[src/design/ftw_pkg.sv]
// shared types, codes and constants of the four-level page table walker
// no dependencies; every other file of the block imports this package
package ftw_pkg;

  localparam int VA_W           = 48;
  localparam int PA_W           = 52;
  localparam int FLAG_W         = 12;
  localparam int ENTRY_W        = 64;
  localparam int IDX_W          = 9;
  localparam int LEVELS         = 4;
  localparam int PAGE_SHIFT     = 12;
  localparam int HUGE_SHIFT     = 21;
  localparam int NUM_TABLES_DEF = 64;
  localparam int ENTRIES_PER_TABLE = 1 << IDX_W;

  // operation codes
  localparam logic [1:0] OP_TRANSLATE = 2'd0;
  localparam logic [1:0] OP_MAP       = 2'd1;
  localparam logic [1:0] OP_UNMAP     = 2'd2;
  localparam logic [1:0] OP_RSVD      = 2'd3;

  // status codes
  localparam logic [1:0] ST_DONE   = 2'd0;
  localparam logic [1:0] ST_ABSENT = 2'd1;
  localparam logic [1:0] ST_NOFREE = 2'd2;

  // entry flag positions
  localparam int FLAG_PRESENT_BIT = 0;
  localparam int FLAG_HUGE_BIT    = 7;
  localparam logic [FLAG_W-1:0] PTR_FLAGS = 12'h003;  // present and writable

  typedef struct packed {
    logic [1:0]        op;
    logic [VA_W-1:0]   virt_addr;
    logic [PA_W-1:0]   phys_addr_in;
    logic [FLAG_W-1:0] entry_flags;
  } walk_req_t;

  typedef struct packed {
    logic [PA_W-1:0] phys_addr;
    logic [1:0]      status;
  } walk_res_t;

  // 9-bit table index of a level, level 0 is the root
  function automatic logic [IDX_W-1:0] level_index(input logic [VA_W-1:0] va,
                                                   input logic [1:0] lvl);
    logic [IDX_W-1:0] idx;
    idx = va[PAGE_SHIFT + IDX_W * (LEVELS - 1 - int'(lvl)) +: IDX_W];
    return idx;
  endfunction

endpackage

[src/design/ftw_walk_seq.sv]
// walk sequencer: clears the store after reset, then walks up to four levels per item
// depends on ftw_pkg; drives the single port of ftw_table_ram
module ftw_walk_seq import ftw_pkg::*; #(
  parameter int  NUM_TABLES = NUM_TABLES_DEF,
  localparam int TBL_W      = $clog2(NUM_TABLES),
  localparam int CNT_W      = $clog2(NUM_TABLES + 1),
  localparam int ADDR_W     = TBL_W + IDX_W
) (
  input  logic               clk,
  input  logic               rst,
  input  logic               req_valid,
  output logic               req_ready,
  input  walk_req_t          req,
  output logic               res_valid,
  input  logic               res_take,
  output walk_res_t          res,
  output logic               ram_we,
  output logic [ADDR_W-1:0]  ram_addr,
  output logic [ENTRY_W-1:0] ram_wdata,
  input  logic [ENTRY_W-1:0] ram_rdata
);

  localparam logic [2:0] S_CLEAR = 3'd0;
  localparam logic [2:0] S_IDLE  = 3'd1;
  localparam logic [2:0] S_READ  = 3'd2;
  localparam logic [2:0] S_EVAL  = 3'd3;
  localparam logic [2:0] S_RESP  = 3'd4;

  localparam logic [ADDR_W-1:0] LAST_ADDR = ADDR_W'(NUM_TABLES * ENTRIES_PER_TABLE - 1);
  localparam logic [1:0]        LAST_LVL  = 2'(LEVELS - 1);
  localparam logic [1:0]        DIR_LVL   = 2'(LEVELS - 2);

  logic [2:0]        state, state_next;
  logic [1:0]        level, level_next;
  logic [TBL_W-1:0]  tbl, tbl_next;
  logic [CNT_W-1:0]  free_cnt, free_cnt_next;
  logic [ADDR_W-1:0] clr_addr;
  walk_req_t         cur;
  walk_res_t         res_r, res_next;

  logic [ADDR_W-1:0] cur_addr;
  logic [PA_W-1:0]   ptr;
  logic              present;
  logic              huge;
  logic              ptr_ok;
  logic              free_full;

  assign cur_addr  = {tbl, level_index(cur.virt_addr, level)};
  assign ptr       = ram_rdata[ENTRY_W-1:PAGE_SHIFT];
  assign present   = ram_rdata[FLAG_PRESENT_BIT];
  assign huge      = ram_rdata[FLAG_HUGE_BIT];
  assign ptr_ok    = ptr < PA_W'(NUM_TABLES);
  assign free_full = free_cnt == CNT_W'(NUM_TABLES);
  assign res       = res_r;

  always_comb begin
    state_next    = state;
    level_next    = level;
    tbl_next      = tbl;
    free_cnt_next = free_cnt;
    res_next      = res_r;
    ram_we        = 1'b0;
    ram_addr      = cur_addr;
    ram_wdata     = '0;
    req_ready     = 1'b0;
    res_valid     = 1'b0;
    unique case (state)
      S_CLEAR: begin
        ram_we   = 1'b1;
        ram_addr = clr_addr;
        if (clr_addr == LAST_ADDR) begin
          state_next = S_IDLE;
        end
      end
      S_IDLE: begin
        req_ready = 1'b1;
        if (req_valid) begin
          level_next = '0;
          tbl_next   = '0;
          res_next   = '{phys_addr: '0, status: ST_DONE};
          state_next = (req.op == OP_RSVD) ? S_RESP : S_READ;
        end
      end
      S_READ: begin
        state_next = S_EVAL;
      end
      S_EVAL: begin
        state_next = S_RESP;
        unique case (cur.op)
          OP_TRANSLATE: begin
            if (!present) begin
              res_next.status = ST_ABSENT;
            end else if (level == LAST_LVL) begin
              res_next.phys_addr = {ram_rdata[PA_W-1:PAGE_SHIFT],
                                    cur.virt_addr[PAGE_SHIFT-1:0]};
            end else if (level == DIR_LVL && huge) begin
              res_next.phys_addr = {ram_rdata[PA_W-1:HUGE_SHIFT],
                                    cur.virt_addr[HUGE_SHIFT-1:0]};
            end else if (!ptr_ok) begin
              res_next.status = ST_ABSENT;
            end else begin
              tbl_next   = ptr[TBL_W-1:0];
              level_next = level + 2'd1;
              state_next = S_READ;
            end
          end
          OP_MAP: begin
            if (level == LAST_LVL) begin
              // leaf: page frame and caller flags, present or not
              ram_we    = 1'b1;
              ram_wdata = {{(ENTRY_W - PA_W){1'b0}}, cur.phys_addr_in[PA_W-1:PAGE_SHIFT],
                           cur.entry_flags};
            end else if (present) begin
              if (ptr_ok) begin
                tbl_next   = ptr[TBL_W-1:0];
                level_next = level + 2'd1;
                state_next = S_READ;
              end else begin
                res_next.status = ST_ABSENT;
              end
            end else if (free_full) begin
              res_next.status = ST_NOFREE;
            end else begin
              // allocate the next table and link it in
              ram_we        = 1'b1;
              ram_wdata     = {{(ENTRY_W - PAGE_SHIFT - TBL_W){1'b0}}, free_cnt[TBL_W-1:0],
                               cur.entry_flags | PTR_FLAGS};
              free_cnt_next = free_cnt + 1'b1;
              tbl_next      = free_cnt[TBL_W-1:0];
              level_next    = level + 2'd1;
              state_next    = S_READ;
            end
          end
          OP_UNMAP: begin
            if (level == LAST_LVL) begin
              ram_we = 1'b1;
            end else if (present && ptr_ok) begin
              tbl_next   = ptr[TBL_W-1:0];
              level_next = level + 2'd1;
              state_next = S_READ;
            end else begin
              res_next.status = ST_ABSENT;
            end
          end
          default: begin
            res_next.status = ST_DONE;
          end
        endcase
      end
      S_RESP: begin
        res_valid = 1'b1;
        if (res_take) begin
          state_next = S_IDLE;
        end
      end
      default: begin
        state_next = S_CLEAR;
      end
    endcase
  end

  always_ff @(posedge clk) begin
    if (rst) begin
      state    <= S_CLEAR;
      clr_addr <= '0;
      free_cnt <= CNT_W'(1);
      level    <= '0;
      tbl      <= '0;
    end else begin
      state    <= state_next;
      free_cnt <= free_cnt_next;
      level    <= level_next;
      tbl      <= tbl_next;
      if (state == S_CLEAR) begin
        clr_addr <= clr_addr + 1'b1;
      end
    end
  end

  always_ff @(posedge clk) begin
    res_r <= res_next;
    if (state == S_IDLE && req_valid) begin
      cur <= req;
    end
  end

  a_free_bound: assert property (@(posedge clk) disable iff (rst)
    free_cnt <= CNT_W'(NUM_TABLES) && free_cnt != '0)
    else $error("table allocation counter out of range");

  a_we_state: assert property (@(posedge clk) disable iff (rst)
    ram_we |-> (state == S_CLEAR || state == S_EVAL))
    else $error("table store written outside clear or evaluate");

  a_alloc_step: assert property (@(posedge clk) disable iff (rst)
    (!$past(rst) && free_cnt != $past(free_cnt)) |->
      (free_cnt == $past(free_cnt) + 1'b1 && $past(state) == S_EVAL && $past(cur.op) == OP_MAP))
    else $error("allocation counter moved other than by one map step");

  a_accept: assert property (@(posedge clk) disable iff (rst)
    (req_valid && req_ready) |=> (state == S_READ || state == S_RESP))
    else $error("accepted item did not start a walk");

  a_resp_hold: assert property (@(posedge clk) disable iff (rst)
    (res_valid && !res_take) |=> (res_valid && $stable(res_r)))
    else $error("pending result changed before it was taken");

endmodule

[config.mk]
export PLATFORM = sky130hd
export DESIGN_NAME = ftw_walk_seq
export DESIGN_NICKNAME = d
export VERILOG_FILES = /design/src/design/ftw_pkg.sv /design/src/design/ftw_walk_seq.sv
export SDC_FILE = /design/constraint.sdc
export NUM_CORES = 1
export LEC_CHECK = 0
export ABC_CLOCK_PERIOD_IN_PS = 7100
export BUFFER_PORTS_ARGS = -buffer_cell sky130_fd_sc_hd__clkbuf_2
export CORE_MARGIN = 2
export CORE_UTILIZATION = 45
export CTS_BUF_LIST = sky130_fd_sc_hd__clkbuf_2
export DETAILED_ROUTE_END_ITERATION = 10
export PLACE_DENSITY = 0.7
export SLEW_MARGIN = 10
export SYNTH_ARGS = -nofsm -noshare
export SYNTH_HDL_FRONTEND = slang
export SYNTH_SLANG_ARGS = --single-unit
[constraint.sdc]
create_clock -name clk -period 7.1 [get_ports clk]
set_input_delay 0.355 -clock clk [delete_from_list [all_inputs] [get_ports clk]]
set_output_delay 0.355 -clock clk [all_outputs]
set_load 0.005 [all_outputs]
Word level (Yosys, flattened, before mapping):

Index checks and enable logic that the tools add are counted.

* register bits: 201
* bits of input ports: 182
* output and inout port bits: 136
* word-level logic and storage cells: 131

* add/subtract/negate cells: 5
* multiply operators: 1
* order comparisons: 1
* equal/unequal tests: 29
* shift operators: 1
* muxes and demuxes: 69
* bitwise gates (word level): 3
* reduce and logical (&&, ||, !) cells: 11

Operators by type and width (count)
* 52-bit 2-to-1 mux: 7
* 54-bit one-hot mux with 2 select lines: 1
* 6-bit 2-to-1 mux: 10
* 54-bit 2-to-1 mux: 1
* 52-bit by 7-bit less-than comparator with 1-bit output (second input constant): 1
* 48-bit by 9-bit indexed part select with 9-bit output: 1
* 3-bit 2-to-1 mux: 13
* 2-bit 2-to-1 mux: 19
* 18-bit 2-to-1 mux: 2
* 3-bit inequality test (second input constant): 8
* 6-bit one-hot mux with 3 select lines: 1
* 4-bit inequality test (second input constant): 4
* 15-bit by 1-bit adder with 15-bit output (second input constant): 1
* 15-bit == test (second input constant): 1
* 15-bit 2-to-1 mux: 1
* 3-bit one-hot mux with 5 select lines: 1
* 2-bit one-hot mux with 3 select lines: 2
* 6-bit one-hot mux with 2 select lines: 1
* 10-bit AND reduction: 1
* 5-bit AND reduction: 2
* 5-bit by 8-bit adder with 9-bit output (first input constant): 1
* 3-bit one-hot mux with 3 select lines: 1
* 2-bit == test (second input constant): 4
* 5-bit by 3-bit multiplier with 8-bit output (first input constant): 1
* 21 further kinds: 35

Logic depth before layout (Yosys ltp):

* depth after elaboration: 7
* depth in mapped cells: 9
* gate-level depth less buffers: 7

Least setup slack after synthesis:

OpenSTA, ideal clock, no wires.

* path type: register to register
* start point: reg level[0]
* end point: reg res_r (netlist bit res[10]) (enable)
* library setup time: 0.462 ns
* data arrival time: 3.536 ns
* required time: 6.638 ns
* setup slack: 3.102 ns
* stages on the path, launching flop included: 9
* path buffers: 2
* period minus slack after synthesis: 3.998 ns
* cells stage by stage: dfxtp_1 buf_2 buf_2 inv_1 ha_1 a21oi_1 nor3_1 a21oi_1 nor2_1

* longest elaborated chain between the ends: 4
* elaborated cells between the ends (all ways): 5
* those cells by class: eq/ne (3); reduce/logical (2)

RTL lines
* start, declared: RTL line ftw_walk_seq.sv:34 `logic [1:0] level, level_next;`
* start signal, assigned: RTL line ftw_walk_seq.sv:172 `level <= level_next;`
* 2-bit == test: RTL line ftw_walk_seq.sv:96 `end else if (level == DIR_LVL && huge) begin`
* 1-bit logical AND: RTL line ftw_walk_seq.sv:96
* 3-bit inequality test (no line) *
* 5-bit AND reduction (no line) *
* end signal, assigned: RTL line ftw_walk_seq.sv:181 `res_r <= res_next;`
* end, declared: RTL line ftw_walk_seq.sv:39 `walk_res_t res_r, res_next;`

Mark *: on every way between the ends. The rest lies on a longest branch, timed or not.
A chain may end at the register's enable or synchronous reset.

Worst setup path after layout:

* start point: reg level[0]
* end point: out ram_addr[0]

* longest elaborated chain between the ends: 5

RTL lines
* 2-bit by 2-bit subtractor with 3-bit output: RTL line ftw_pkg.sv:48 `idx = va[PAGE_SHIFT + IDX_W * (LEVELS - 1 - int'(lvl)) +: IDX_W];`
* 5-bit by 3-bit multiplier with 8-bit output: RTL line ftw_pkg.sv:48
* 5-bit by 8-bit adder with 9-bit output: RTL line ftw_pkg.sv:48
* 48-bit by 9-bit indexed part select with 9-bit output: RTL line ftw_pkg.sv:48
* 15-bit 2-to-1 mux: RTL line ftw_walk_seq.sv:67 `unique case (state)`
* end, declared: RTL line ftw_walk_seq.sv:18 `output logic [ADDR_W-1:0] ram_addr,`

No other way between the ends.

==> metrics.txt <==
outcome=completed; gp weighted congestion=a little under 0.9; port buffer count=roughly 280; Die Area=approximately 21000 um^2; DRC viols=0; critical path's slowest cell=dfxtp_2; DRT antenna net count=0; Resized cells post-CTS=0; initial core utilization=0.4620; initial detailed-routing violation count=450; post-synth top area share=0.5176; via count=~7400; main flop type after synthesis=edfxtp_1; Via density=5.207; post-route setup TNS=0 ns; CTS Sinks=189; vias in the first global route=about 7500; clock root buffer=clkbuf_2; max_cap viols=0; mapped cell area=~9000 um^2; Die X=about 150 um; Net count, final=around 1300; number of synthesized flops with an enable pin=~160; largest net degree at the start of global routing=63; drt wl/cell=18.43 um; number of top-level pins=318; final-report max-slew violation count=0; total CTS buffers=17; most common cell in the netlist=edfxtp_1; slew margin rel.=0.3110; placement row count=51; Max stage delay on crit path=1.00 ns; Total Wirelength=between 20 and 30 mm; global-route wire length before repair=a little over 40 mm; R2R Setup Slk=about 4 ns; initial antenna violation count=1; CP Class=reg2out; RSZ-0062 raised after global routing=false; Mean Syn Cell Area=12.23 um^2; Core Area=just under 20000 um^2; DRT Pass-1 Iters=5; fillers=1573; Setup violations, final=0; Worst Setup Start Kind=flip-flop; final hold violation count=0; Power Density=around 150 nW/um^2; gr usage total=0.2440; DPL Wire Length=about 18 mm; final setup skew=0.03365 ns; post-synthesis sequential area ratio=0.5905; CTS Buffer Depth=2; Max IR drop VDD=between 0.1 and 0.15 mV; worst hold stages=5; final worst path period share=0.5929; WHS=~0.073 ns; Hold/Removal Path Class=in2reg; reg2reg path depth=6; Synth area leader=edfxtp_1; total grt overflow=0; clk slew on worst S/H paths=about 0.29 ns; fmax=~0.24 GHz; Yosys reg bits=between 150 and 200; Post-synth top cells=156 x edfxtp_1, 90 x and2_1, 53 x nor2_1; required time worst endpoint=6.74 ns; critical path arrival=3.85 ns; Critical Path End Type=output port; P&R area growth vs syn=36.05%; Die H=approximately 150 um; TritonCTS clock tree=yes; Yosys cell types=64; final worst path period need=roughly 4.2 ns; async set-reset flop share out of synthesis=0; Synth area leaders=edfxtp_1 52%, dfxtp_1 7.3%, and2_1 6.2%; critical path, cell by cell=inv_1, ha_1, mux2i_1, mux2i_1, o21ai_0, o21ai_0, clkbuf_2; Clock Latency Late Sink=approximately 0.77 ns; Worst Max-Slew Pin Slew=approximately 1.0 ns; layout cells sized above 1=0.3129; Ys Warns=0; Pleak=around 0.0050 uW; Syn Inst Count=740; htree depth=4; total power draw=1899 uW; critical path fanouts, max=37
==> placed cells by master (no fill, tap or decap), drive strengths merged, types with 6 or more instances in the layout <==
cell         Yosys  final
a211oi           7      7
a21oi           35     35
a22oi            6      6
a31oi            8      8
and2            90     90
clkbuf          29    300
conb             1     12
dfxtp           33     33
dlygate4sd3      0    143
edfxtp         156    156
ha              10     10
inv             18     25
mux2             7      7
mux2i           23     23
mux4            17     17
nand2           43     43
nand3            9      9
nand4           15     15
nor2            53     53
nor3             7      7
nor4            14     14
o21ai           33     33
o32ai            8      8
or3              8      8
xnor2            6      6
xor2             7      7
==> cell families (layout without fill, tap and decap cells) <==
logic type,after synthesis,in the layout,share of synthesized area
AOI/OAI and AO/OA,133,133,0.09912
xor gates and xnor gates,13,13,0.01258
adders and majority gates,10,10,0.01382
buffers and inverters,76,482,0.03760
DFF,189,189,0.5905
muxes,47,47,0.07645
other,1,13,0.0004143
and+or+nand+nor,271,271,0.1695
==> power breakdown <==
part	leakage, uW	switching, uW	internal [uW]	total, uW
logic	0.00304	50.2	88.0	138
registers	0.00179	1.98	1190	1200
clock network	0.000146	417	147	565
==> worst max-delay path, delay by kind of cell (launching register included) <==
family	cells	cell delay, ns
buf+inv	2	0.48
mux	2	0.39
fa+ha+maj	1	0.74
flops	1	1.00
compound gates	2	0.46
==> metrics by stage <==
step / cells / area, um^2 / utilization / setup WS (ns)
after global routing: 1423 / 12310 / 0.6286 / 2.421
after floorplan: 751 / 9092 / - / 3.102
final: 1423 / 12310 / 0.6286 / 2.890
after global placement: 1247 / 10620 / 0.5421 / 3.690
after CTS: 1422 / 12310 / 0.6285 / 2.711
after detailed placement: 1247 / 10620 / 0.5421 / 3.661
==> flip-flops by register name (all words and copies together), names as in the netlist <==
name      cells
tbl           6
state         3
clr_addr     15
free_cnt      7
res          54
level         2
cur         102
==> cell type report <==
cell class	count	area [um^2]	share of cell area
multi-input cells	486	3415	0.2773
diodes	1	2.502	0.0002032
well taps	265	331.6	0.02693
inverters	19	73.82	0.005995
clock buffers	17	85.08	0.006909
repair buffers	431	2885	0.2343
clock inverters	15	175.2	0.01422
flip-flops and latches	189	5346	0.4342
==> path summary, 6_finish.rpt <==
check                             startpoint          end
worst min-delay path            ram_rdata[7]     state[2]
worst max-delay path                level[0]  ram_addr[0]
worst max register to register      level[0]      res[44]
worst min register to register        tbl[3]       tbl[3]
==> metal layers <==
layer | part of all wire | global-route usage
met1 | 0.38 | 0.2871
met2 | 0.52 | 0.4396
met3 | 0.081 | 0.06301
met4 | 0.018 | 0.07059
met5 | 0 | 0
==> timing repair <==
action | in CTS | in global routing
hold buffers | 143 | 0
setup buffers | 0 | 0
endpoints found under the hold margin | 149 | 0
Note: power is estimated with default switching activity, not from simulation.
